`config.mk`:
```
export PLATFORM = sky130hd
export DESIGN_NAME = marker_framed_field_deframer_top_flat
export DESIGN_NICKNAME = d
export VERILOG_FILES = /design/src/rtl/core/mffd_pkg.sv /design/src/rtl/core/mffd_req_if.sv /design/src/rtl/core/mffd_rsp_if.sv /design/src/rtl/core/marker_framed_field_deframer_top.sv /design/src/flat_wrapper.sv
export SDC_FILE = /design/constraint.sdc
export NUM_CORES = 1
export LEC_CHECK = 0
export CORE_MARGIN = 2
export CORE_UTILIZATION = 40
export CTS_BUF_LIST = sky130_fd_sc_hd__clkbuf_2
export CTS_CLUSTER_DIAMETER = 120
export CTS_CLUSTER_SIZE = 12
export DETAILED_ROUTE_END_ITERATION = 10
export DONT_BUFFER_PORTS = 1
export SLEW_MARGIN = 20
export SYNTH_ARGS = -nofsm -noshare
export SYNTH_HDL_FRONTEND = slang
export SYNTH_SLANG_ARGS = --single-unit
```
`constraint.sdc`:
```
create_clock -name clock -period 10.2 [get_ports clock]
set_clock_uncertainty 0.15 [all_clocks]
set_input_delay 1.53 -clock clock [delete_from_list [all_inputs] [get_ports clock]]
set_output_delay 1.53 -clock clock [all_outputs]
set_load 0.01 [all_outputs]
```
`src/rtl/core/mffd_pkg.sv`:
```
`default_nettype none

package mffd_pkg;

   // payload widths
   localparam int BYTE_W      = 8;
   localparam int FIELD_ID_W  = 3;
   localparam int FIELD_VAL_W = 64;
   localparam int RUN_W       = 2;

   // configuration port
   localparam int CSR_IDX_W  = 2;
   localparam int CSR_DATA_W = 8;

   localparam logic [CSR_IDX_W-1:0] CSR_START_MARKER = 2'd0;
   localparam logic [CSR_IDX_W-1:0] CSR_END_MARKER   = 2'd1;
   localparam logic [CSR_IDX_W-1:0] CSR_MAX_LENGTH   = 2'd2;

   localparam logic [BYTE_W-1:0] START_MARKER_RST = 8'hAA;
   localparam logic [BYTE_W-1:0] END_MARKER_RST   = 8'hFC;
   localparam logic [BYTE_W-1:0] MAX_LENGTH_RST   = 8'd100;

   // marker repeat count that opens or closes a frame
   localparam logic [RUN_W-1:0] RUN_DONE = 2'd3;

   // field ids
   localparam logic [FIELD_ID_W-1:0] FID_LONGITUDE = 3'd0;
   localparam logic [FIELD_ID_W-1:0] FID_LATITUDE  = 3'd1;
   localparam logic [FIELD_ID_W-1:0] FID_HEIGHT    = 3'd2;
   localparam logic [FIELD_ID_W-1:0] FID_PITCH     = 3'd3;
   localparam logic [FIELD_ID_W-1:0] FID_ROLL      = 3'd4;
   localparam logic [FIELD_ID_W-1:0] FID_HEADING   = 3'd5;
   localparam logic [FIELD_ID_W-1:0] FID_LAST      = FID_HEADING;

   typedef struct packed {
      logic                  hit;
      logic [FIELD_ID_W-1:0] id;
   } field_end_type;

   // field that completes when the byte count reaches count
   function automatic field_end_type field_at(input logic [BYTE_W-1:0] count);
      field_end_type r;
      r.hit = 1'b1;
      r.id  = FID_LONGITUDE;
      case (count)
         8'd8:    r.id = FID_LONGITUDE;
         8'd16:   r.id = FID_LATITUDE;
         8'd20:   r.id = FID_HEIGHT;
         8'd24:   r.id = FID_PITCH;
         8'd28:   r.id = FID_ROLL;
         8'd32:   r.id = FID_HEADING;
         default: r.hit = 1'b0;
      endcase
      return r;
   endfunction

endpackage

`default_nettype wire

```
`src/rtl/core/mffd_req_if.sv`:
```
`default_nettype none

interface mffd_req_if;
   import mffd_pkg::*;

   logic              valid;
   logic              ready;
   logic [BYTE_W-1:0] rx_byte;

   modport source (output valid, output rx_byte, input ready);
   modport sink   (input valid, input rx_byte, output ready);
endinterface

`default_nettype wire

```
`src/rtl/core/mffd_rsp_if.sv`:
```
`default_nettype none

interface mffd_rsp_if;
   import mffd_pkg::*;

   logic                   valid;
   logic                   ready;
   logic                   field_valid;
   logic [FIELD_ID_W-1:0]  field_id;
   logic [FIELD_VAL_W-1:0] field_value;
   logic                   frame_done;
   logic                   overflow;

   modport source (output valid, output field_valid, output field_id,
                   output field_value, output frame_done, output overflow,
                   input ready);
   modport sink   (input valid, input field_valid, input field_id,
                   input field_value, input frame_done, input overflow,
                   output ready);
endinterface

`default_nettype wire

```
`src/rtl/core/marker_framed_field_deframer_top.sv`:
```
// Marker framed field deframer.
// req_chan carries one received byte per word. While hunting, three start
// markers in a row open a frame; inside a frame every byte is counted and
// packed little-endian into fields (two 8-byte fields, then four 4-byte
// fields). rsp_chan returns exactly one word per request word: field_valid,
// field_id and field_value when a field completes, frame_done when three end
// markers in a row close the frame, overflow when the count passes max_length.
// Result is registered; it appears on rsp_chan the cycle after its byte is taken.
// Throughput: one byte per cycle unless a held result stalls req_chan; frame
// state and result register update in the same cycle the byte is accepted.
// Stall: the result register holds while rsp_chan.ready is low; req_chan.ready
// is high whenever the result register is empty or being emptied.
// Reset (synchronous, active high): hunting, counters and accumulator cleared,
// start_marker 0xAA, end_marker 0xFC, max_length 100, no result pending.
// csr_*: plain write port, index 0 start_marker, 1 end_marker, 2 max_length;
// write only while no word is in flight.

`default_nettype none

module marker_framed_field_deframer_top (
   input  wire logic                            clock,
   input  wire logic                            reset,
   mffd_req_if.sink                             req_chan,
   mffd_rsp_if.source                           rsp_chan,
   input  wire logic                            csr_write,
   input  wire logic [mffd_pkg::CSR_IDX_W-1:0]  csr_index,
   input  wire logic [mffd_pkg::CSR_DATA_W-1:0] csr_wdata
);
   import mffd_pkg::*;

   // configuration registers
   logic [BYTE_W-1:0] start_marker_ff;
   logic [BYTE_W-1:0] end_marker_ff;
   logic [BYTE_W-1:0] max_length_ff;

   // frame state
   logic                   in_frame_ff,    in_frame_in;
   logic [RUN_W-1:0]       header_run_ff,  header_run_in;
   logic [RUN_W-1:0]       trailer_run_ff, trailer_run_in;
   logic [BYTE_W-1:0]      byte_count_ff,  byte_count_in;
   logic [FIELD_VAL_W-1:0] field_accum_ff, field_accum_in;

   // result register
   logic                   rsp_valid_ff,   rsp_valid_in;
   logic                   field_valid_ff, field_valid_in;
   logic [FIELD_ID_W-1:0]  field_id_ff,    field_id_in;
   logic [FIELD_VAL_W-1:0] field_value_ff, field_value_in;
   logic                   frame_done_ff,  frame_done_in;
   logic                   overflow_ff,    overflow_in;

   logic                   accept;
   logic [BYTE_W-1:0]      rx_byte;
   logic [2:0]             lane;
   logic [FIELD_VAL_W-1:0] merged;
   logic [BYTE_W-1:0]      count_next;
   logic [RUN_W-1:0]       header_inc;
   logic [RUN_W-1:0]       trailer_inc;
   field_end_type          fend;

   // handshake: take a byte when the result slot is free or draining
   assign req_chan.ready = !rsp_valid_ff || rsp_chan.ready;
   assign accept         = req_chan.valid && req_chan.ready;
   assign rx_byte        = req_chan.rx_byte;

   // configuration writes
   always_ff @(posedge clock) begin
      if (reset) begin
         start_marker_ff <= START_MARKER_RST;
         end_marker_ff   <= END_MARKER_RST;
         max_length_ff   <= MAX_LENGTH_RST;
      end else if (csr_write) begin
         case (csr_index)
            CSR_START_MARKER: start_marker_ff <= csr_wdata;
            CSR_END_MARKER:   end_marker_ff   <= csr_wdata;
            CSR_MAX_LENGTH:   max_length_ff   <= csr_wdata;
            default: ;
         endcase
      end
   end

   // byte lane within the field being assembled
   always_comb begin
      lane   = byte_count_ff[2:0];
      merged = field_accum_ff;
      if (byte_count_ff[7:4] == 4'd0) begin
         lane   = byte_count_ff[2:0];
         merged = field_accum_ff | ({{(FIELD_VAL_W-BYTE_W){1'b0}}, rx_byte} << {lane, 3'b000});
      end else if (byte_count_ff[7:5] == 3'd0) begin
         lane   = {1'b0, byte_count_ff[1:0]};
         merged = field_accum_ff | ({{(FIELD_VAL_W-BYTE_W){1'b0}}, rx_byte} << {lane, 3'b000});
      end
   end

   assign count_next  = byte_count_ff + 8'd1;
   assign header_inc  = header_run_ff + 2'd1;
   assign trailer_inc = trailer_run_ff + 2'd1;
   assign fend        = field_at(count_next);

   // frame state update and result for the byte on req_chan
   always_comb begin
      in_frame_in    = in_frame_ff;
      header_run_in  = header_run_ff;
      trailer_run_in = trailer_run_ff;
      byte_count_in  = byte_count_ff;
      field_accum_in = field_accum_ff;
      field_valid_in = 1'b0;
      field_id_in    = FID_LONGITUDE;
      field_value_in = '0;
      frame_done_in  = 1'b0;
      overflow_in    = 1'b0;

      if (!in_frame_ff) begin
         // hunting for the start marker run
         if (rx_byte == start_marker_ff) begin
            header_run_in = header_inc;
            if (header_inc == RUN_DONE) begin
               in_frame_in   = 1'b1;
               header_run_in = '0;
            end
         end else begin
            header_run_in = '0;
         end
      end else begin
         byte_count_in  = count_next;
         field_accum_in = merged;
         if (fend.hit) begin
            field_valid_in = 1'b1;
            field_id_in    = fend.id;
            field_value_in = merged;
            field_accum_in = '0;
         end

         // abandon a frame that ran too long
         if (count_next > max_length_ff) begin
            byte_count_in  = '0;
            in_frame_in    = 1'b0;
            field_accum_in = '0;
            overflow_in    = 1'b1;
         end

         // end marker run
         if (rx_byte == end_marker_ff) begin
            trailer_run_in = trailer_inc;
            if (trailer_inc == RUN_DONE) begin
               trailer_run_in = '0;
               in_frame_in    = 1'b0;
               byte_count_in  = '0;
               field_accum_in = '0;
               frame_done_in  = 1'b1;
            end
         end else begin
            trailer_run_in = '0;
         end
      end
   end

   // result slot occupancy
   always_comb begin
      if (accept) begin
         rsp_valid_in = 1'b1;
      end else if (rsp_chan.ready) begin
         rsp_valid_in = 1'b0;
      end else begin
         rsp_valid_in = rsp_valid_ff;
      end
   end

   // control registers
   always_ff @(posedge clock) begin
      if (reset) begin
         in_frame_ff    <= 1'b0;
         header_run_ff  <= '0;
         trailer_run_ff <= '0;
         byte_count_ff  <= '0;
         field_accum_ff <= '0;
         rsp_valid_ff   <= 1'b0;
      end else begin
         rsp_valid_ff <= rsp_valid_in;
         if (accept) begin
            in_frame_ff    <= in_frame_in;
            header_run_ff  <= header_run_in;
            trailer_run_ff <= trailer_run_in;
            byte_count_ff  <= byte_count_in;
            field_accum_ff <= field_accum_in;
         end
      end
   end

   // result payload
   always_ff @(posedge clock) begin
      if (accept) begin
         field_valid_ff <= field_valid_in;
         field_id_ff    <= field_id_in;
         field_value_ff <= field_value_in;
         frame_done_ff  <= frame_done_in;
         overflow_ff    <= overflow_in;
      end
   end

   assign rsp_chan.valid       = rsp_valid_ff;
   assign rsp_chan.field_valid = field_valid_ff;
   assign rsp_chan.field_id    = field_id_ff;
   assign rsp_chan.field_value = field_value_ff;
   assign rsp_chan.frame_done  = frame_done_ff;
   assign rsp_chan.overflow    = overflow_ff;

   // no field data on a word without a completed field
   a_idle_field_zero: assert property (@(posedge clock) disable iff (reset)
      (rsp_valid_ff && !field_valid_ff) |-> (field_value_ff == '0 && field_id_ff == '0))
      else $error("field data on a word without a field");

   // field ids stay within the defined set
   a_field_id_range: assert property (@(posedge clock) disable iff (reset)
      (rsp_valid_ff && field_valid_ff) |-> (field_id_ff <= FID_LAST))
      else $error("field id out of range");

   // a hunting block holds no partial field or byte count
   a_hunt_clean: assert property (@(posedge clock) disable iff (reset)
      !in_frame_ff |-> (byte_count_ff == '0 && field_accum_ff == '0))
      else $error("stale frame state while hunting");

   // result slot is empty after reset
   a_reset_empty: assert property (@(posedge clock)
      reset |=> !rsp_valid_ff)
      else $error("result pending after reset");

endmodule

`default_nettype wire
```
`src/flat_wrapper.sv`:
```
// flat-port wrapper written by rule: the top's interface ports become plain ports
module marker_framed_field_deframer_top_flat import mffd_pkg::*;
  (clock, reset, csr_write, csr_index, csr_wdata, req_chan_valid, req_chan_rx_byte, req_chan_ready, rsp_chan_valid, rsp_chan_field_valid, rsp_chan_field_id, rsp_chan_field_value, rsp_chan_frame_done, rsp_chan_overflow, rsp_chan_ready);
  mffd_req_if req_chan_i ();
  mffd_rsp_if rsp_chan_i ();
  input  wire logic clock;
  input  wire logic reset;
  input  wire logic csr_write;
  input  wire logic [mffd_pkg::CSR_IDX_W-1:0] csr_index;
  input  wire logic [mffd_pkg::CSR_DATA_W-1:0] csr_wdata;
  input wire logic [$bits(req_chan_i.valid)-1:0] req_chan_valid;
  input wire logic [$bits(req_chan_i.rx_byte)-1:0] req_chan_rx_byte;
  output wire logic [$bits(req_chan_i.ready)-1:0] req_chan_ready;
  output wire logic [$bits(rsp_chan_i.valid)-1:0] rsp_chan_valid;
  output wire logic [$bits(rsp_chan_i.field_valid)-1:0] rsp_chan_field_valid;
  output wire logic [$bits(rsp_chan_i.field_id)-1:0] rsp_chan_field_id;
  output wire logic [$bits(rsp_chan_i.field_value)-1:0] rsp_chan_field_value;
  output wire logic [$bits(rsp_chan_i.frame_done)-1:0] rsp_chan_frame_done;
  output wire logic [$bits(rsp_chan_i.overflow)-1:0] rsp_chan_overflow;
  input wire logic [$bits(rsp_chan_i.ready)-1:0] rsp_chan_ready;
  assign req_chan_i.valid = req_chan_valid;
  assign req_chan_i.rx_byte = req_chan_rx_byte;
  assign req_chan_ready = req_chan_i.ready;
  assign rsp_chan_valid = rsp_chan_i.valid;
  assign rsp_chan_field_valid = rsp_chan_i.field_valid;
  assign rsp_chan_field_id = rsp_chan_i.field_id;
  assign rsp_chan_field_value = rsp_chan_i.field_value;
  assign rsp_chan_frame_done = rsp_chan_i.frame_done;
  assign rsp_chan_overflow = rsp_chan_i.overflow;
  assign rsp_chan_i.ready = rsp_chan_ready;
  marker_framed_field_deframer_top u_core (.clock(clock), .reset(reset), .req_chan(req_chan_i), .rsp_chan(rsp_chan_i), .csr_write(csr_write), .csr_index(csr_index), .csr_wdata(csr_wdata));
endmodule
```
==> metrics.txt, run 1 <==
status completed; CTS clock-pin slew for the worst setup and hold paths 0.25 ns; pwr dens 152 nW/um^2; fin crit share 41.4%; sequential-to-total area share from yosys stat 58.3%; final instance area 7370 sq um; count leader, synth nor2_1; pin count of the biggest net entering global routing 74; asr flop ratio synth 0%; Worst Tran Pin Value 1.05 ns; gr usage total 17.1%; Iter 0 DRT Violations 321; grt ovf 0; Post-Synthesis Cells 724; Yosys top cell by area edfxtp_1; RR Endpoint u_core.field_accum_ff[1]; Ports 95; antenna-violating nets left 0; PostCTS Resize Cnt 0; port bufs 0; RSZ-0062 raised after global routing no; critical path required time 10.64 ns; CP max stage cell dfxtp_1; FMAX 237 MHz; nets@finish 720; top cells by area, synth edfxtp_1, dfxtp_1, nor2_1, a21oi_1, a31oi_1; top post-synthesis cells by count nor2_1, dfxtp_1, a21oi_1; final wirelength 15,400 um; Max H-tree Level 4; crit path launch type flip-flop; number of global-route vias before repair 4,767; minimum clock period 4.22 ns; Main synth FF type dfxtp_1; worst path cell trace and3_1 > nand2_1 > nor2_1 > xor2_1 > ha_1 > nand2_1 > or4_1 > o211ai_1 > a311o_1 > a21oi_4 > buf_4 > nor2_4 > buf_4 > nor2_1; clk sinks 172; final hold slack 0.334 ns; DRT Pass-1 Iters 5; CP Capture Type flip-flop; hold path start u_core.trailer_run_ff[1]; r2r setup slk 5.98 ns; DP Area 7140 sq um; Via density 5.48; Final GP Congestion 0.793; site row count 48; R2R depth 14; die height 137 um; initial antenna violation count 1; Die ar. 18,900 sq um; Syn Std Cell Area 7110 sq um; Horiz. Die Dim 137 um; Hold Crit Depth 2; root buf cell clkbuf_2; Ys Warns 0; drt drc 0; Post-DP HPWL 10000 um; hold_buf cts 0; HP Class reg -> reg; TritonCTS clock tree yes; total CTS buffers 17; routed length per instance 16.5 um; final setup fails 0; Max clock buf depth 2; post-synth top area share 29.6%; Core Area 17,400 sq um; final setup TNS 0 ns; worst r2r src u_core.byte_count_ff[3]; CP Class reg -> reg; Layout area overhead 3.62%; crit path max fanout 65; Post-synth EDFFs 70; Synth Area per Inst 9.82 sq um; Yosys cell types 44; Rel. slew slack 30.0%; Worst-Skew Late Latency 0.74 ns; Starting Density 41.0%; hold path endpoint u_core.trailer_run_ff[1]; Final Hold Viols 0; syn_nets 755; first-pass GRT wire length 24,900 um; biggest cell delay along the critical path 0.62 ns; Post-CTS Repair Setup Buffers 0; Peak VDD IR 0.0677 mV; leak pwr 0.00254 uW; Synth Register Bits 172; layout cells sized above 1 6.27%; Max Cap Violations 0; Slew Viols, Final 0; critical path arrival 4.66 ns; total number of vias 5,085
[routing by layer]
metal,track usage [%],vias up,wire length [um]
li1,-,2476,-
met1,23.1,2455,7150
met2,26.4,139,7310
met3,4.78,15,682
met4,5.73,0,218
met5,0,-,0
[per-stage QoR]
stage / power [uW] / setup slack, ns / util (%) / instances
after CTS: 1130 / 6.03 / 42.4 / 927
final: 1120 / 5.98 / 42.5 / 928
after global routing: 1170 / 5.58 / 42.5 / 928
after detailed placement: 796 / 5.89 / 41.1 / 895
after floorplan: 798 / 4.83 / - / 724
after global placement: 794 / 6.05 / 41.1 / 895
[worst max-delay path, delay by kind of cell, from the launching register on]
kind / cells / cell delay (ns)
XOR/XNOR: 1 / 0.25
AND/OR/NAND/NOR: 7 / 1.52
adder cells (fa/ha/maj): 1 / 0.23
buffers and inverters: 2 / 0.86
flip-flops: 1 / 0.62
AO/OA/AOI/OAI: 3 / 0.42
[cells by family (layout without fill, tap and decap cells)]
| kind of cell | Yosys count | after routing | share of synthesized area [%] |
|---|---|---|---|
| simple gates | 263 | 263 | 16.6 |
| compound gates | 177 | 177 | 14.7 |
| flops | 172 | 172 | 58.3 |
| buf+inv | 73 | 51 | 4.87 |
| xor+xnor | 21 | 21 | 2.78 |
| mux | 10 | 10 | 1.42 |
| fa+ha+maj | 8 | 8 | 1.41 |
| other cells | 0 | 1 | 0 |
[where the power goes]
group / internal [uW] / switching [uW]
registers: 735 / 15.3
clock network: 93.7 / 246
logic: 11.0 / 19.9
total: 840 / 281
[how the worst max path moves through the flow]
stage / start / end / slack, ns / cells after the start
floorplan: rsp_chan_ready / u_core.field_accum_ff[10] / 4.83 / 7
global placement: rsp_chan_ready / u_core.field_accum_ff[59] / 6.05 / 9
detailed placement: rsp_chan_ready / u_core.field_accum_ff[1] / 5.89 / 9
CTS: u_core.byte_count_ff[3] / u_core.field_accum_ff[1] / 6.03 / 14
global route: u_core.byte_count_ff[3] / u_core.field_accum_ff[51] / 5.58 / 14
finish: u_core.byte_count_ff[3] / u_core.field_accum_ff[1] / 5.98 / 14
[state kept, by name (all words and copies together), names as in the netlist]
name                         flops
u_core.field_accum_ff           64
u_core.rsp_chan.field_value     64
u_core.byte_count_ff             8
u_core.end_marker_ff             8
u_core.max_length_ff             8
u_core.start_marker_ff           8
u_core.rsp_chan.field_id         3
u_core.header_run_ff             2
u_core.trailer_run_ff            2
u_core.in_frame_ff               1
u_core.rsp_chan.field_valid      1
u_core.rsp_chan.frame_done       1
u_core.rsp_chan.overflow         1
u_core.rsp_chan.valid            1
[cell type report]
| cell class | count | area [sq um] |
|---|---|---|
| antenna | 1 | 2.50 |
| clock buffer | 18 | 90.1 |
| clock inverter | 14 | 133 |
| fill | 1666 | 9990 |
| inverter | 14 | 52.6 |
| multi-input combinational | 479 | 2630 |
| sequential | 172 | 4140 |
| tap | 225 | 282 |
| timing repair buffer | 5 | 37.5 |
[cell usage in the layout, fill, tap and decap left out, types with 2 or more instances in the layout]
cell type   count
nor2_1        155
dfxtp_1       102
a21oi_1        82
edfxtp_1       70
a31oi_1        65
nand2_1        39
clkbuf_2       18
xor2_1         17
inv_1          14
nand3b_1       10
nor2b_1         9
mux2i_1         9
o21ai_0         8
ha_1            8
nand2b_1        7
nand3_1         7
nor4_1          7
nor3_1          6
a211o_1         5
buf_4           5
and3_1          4
and2_1          4
o211ai_1        4
a22o_1          4
xnor2_1         3
nand4_1         3
inv_6           3
clkinv_4        3
nor2_4          2
or3_1           2
a311oi_1        2
o21ai_1         2
inv_8           2
clkinv_1        2
clkinvlp_4      2
Note: power is estimated with default switching activity, not from simulation.
==> run 2: changes to the inputs <==
Clock period 10.2 ns to 4 ns, I/O delays scaled along.
==> metrics.txt, run 2 (synthesized netlist as in run 1, its figures left out) <==
initial antenna violation count 1 (unchanged); die height 137 um (unchanged); crit path launch type flip-flop; Worst Tran Pin Value 1.04 ns (-0.00695 ns); Rel. slew slack 30.4% (+0.47 points); CP Capture Type flip-flop; crit path to u_core.field_accum_ff[14]; Iter 0 DRT Violations 414 (+29%); Peak VDD IR 0.163 mV (+140%); leak pwr 0.00268 uW (+5.6%); final hold slack 0.0876 ns (-0.246 ns); Slew Viols, Final 0 (unchanged); antenna-violating nets left 0 (unchanged); DRT Pass-1 Iters 5 (unchanged); PostCTS Resize Cnt 0 (unchanged); nets@finish 741 (+2.9%); Post-CTS Repair Setup Buffers 0 (unchanged); sequential share of power 61.5% (-5.4 points); CP Class reg -> reg; gr usage total 17.7% (+0.66 points); pwr dens 405 nW/um^2 (+170%); Max Cap Violations 0 (unchanged); Critical Path Source u_core.byte_count_ff[3]; final setup TNS 0 ns (unchanged); RSZ-0062 raised after global routing no; critical path arrival 4.14 ns (-0.52 ns); sw frac 24.6% (-0.51 points); drt drc 0 (unchanged); FMAX 279 MHz (+18%); Starting Density 41.0% (unchanged); final instance area 7670 sq um (+4.1%); HP Class in -> reg; routed length per instance 17.1 um (+3.6%); RR Endpoint u_core.field_accum_ff[14]; TritonCTS clock tree yes; grt ovf 0 (unchanged); Layout area overhead 7.90%; total number of vias 5,217 (+2.6%); share of total power in combinational logic 4.2% (+1.4 points); CTS clock-pin slew for the worst setup and hold paths 0.27 ns (+0.02 ns); Worst-Skew Late Latency 0.75 ns (about the same); Die ar. 18,900 sq um (unchanged); Final GP Congestion 0.838 (+5.7%); crit path max fanout 64 (-1.5%); Horiz. Die Dim 137 um (unchanged); Ports 95 (unchanged); fin crit share 89.5% (+48 points); internal power 2350 uW (+180%); Core Area 17,400 sq um (unchanged); Max H-tree Level 4 (unchanged); clk sinks 172 (unchanged); total CTS buffers 17 (unchanged); pin count of the biggest net entering global routing 66 (-11%); first-pass GRT wire length 25,500 um (+2.5%); Max clock buf depth 2 (unchanged); root buf cell clkbuf_2; R2R depth 13 (-1); Clk pwr share 34.3% (+4.0 points); commonest non-fill, non-tap cells in the layout nor2_1, dfxtp_1, a21oi_1, edfxtp_1, a31oi_1; final wirelength 16,300 um (+6.0%); number of global-route vias before repair 4,780 (+0.27%); Final Hold Viols 0 (unchanged); status completed; worst r2r src u_core.byte_count_ff[3]; DP Area 7170 sq um (+0.46%); layout cells sized above 1 6.50% (+0.23 points); minimum clock period 3.58 ns (-0.642 ns); final setup fails 0 (unchanged); site row count 48 (unchanged); sw power 764 uW (+170%); Via density 5.50 (+0.33%); port bufs 0 (unchanged); Final Util 44.2% (+1.8 points); r2r setup slk 0.42 ns (-5.56 ns); Post-DP HPWL 10,400 um (+3.7%); critical path required time 4.56 ns (-6.08 ns); most common cell after layout, fill and taps aside nor2_1; Power, Total 3110 uW (+180%)
run 2: how the worst min path moves through the flow:
stage | startpoint | end | slack (ns) | depth (start not counted)
global route | csr_index[1] | u_core.start_marker_ff[0] | 0.01 | 4
global placement | u_core.field_accum_ff[48] | u_core.field_accum_ff[48] | 0.30 | 2
CTS | csr_index[0] | u_core.end_marker_ff[0] | 0.01 | 3
floorplan | u_core.field_accum_ff[0] | u_core.field_accum_ff[0] | 0.29 | 2
detailed placement | u_core.field_accum_ff[37] | u_core.field_accum_ff[37] | 0.31 | 2
finish | req_chan_valid | u_core.rsp_chan.field_value[9] | 0.09 | 1
run 2: metal layers:
metal	routed length [um]	track usage, %	vias up	share of wire (%)
met4	323	7.04	0	2.0
met3	1160	5.15	27	7.1
li1	-	-	2524	-
met2	7360	26.9	206	45
met1	7420	23.8	2460	46
met5	0	0	-	0
run 2: final cells by class:
class | count | area, sq um
Fill cell | 1629 | 9680
Sequential cell | 172 | 4140
Multi-Input combinational cell | 479 | 2630
Tap cell | 225 | 282
Timing Repair Buffer | 26 | 265
Clock inverter | 14 | 209
Clock buffer | 18 | 90.1
Inverter | 14 | 52.6
Antenna cell | 1 | 2.50
run 2: per-stage QoR:
step,cells,worst slack (ns)
2_1_floorplan,724,0.899
3_3_place_gp,896,0.588
3_5_place_dp,896,0.556
4_1_cts,948,0.507
5_1_grt,949,0.141
6_report,949,0.420
run 2: power groups by stage:
stage / clock (uW) / combinational, uW / sequential [uW]
4_1_cts: 1090 / 132 / 1910
5_1_grt: 1160 / 144 / 1920
3_3_place_gp: 0 / 80.7 / 1950
6_report: 1070 / 131 / 1910
2_1_floorplan: 0 / 90.6 / 1940
3_5_place_dp: 0 / 84.1 / 1950
run 2: critical path, cell delays in order, from the launching register on:
cell and delay [ns]:
dfxtp_1 0.63, and3_1 0.33, nand2_1 0.16, nor2_1 0.16, xor2_1 0.23, ha_1 0.31
nand2_1 0.10, or4_1 0.11, o211ai_1 0.09, a311o_1 0.38, a21oi_4 0.22, buf_12 0.29
a31oi_1 0.16, nor2_1 0.17
run 2: timing repair:
action / CTS / global route
endpoints found under the hold margin: 161 / 0
hold buffers: 20 / 0
setup endpoints to repair: 0 / 0
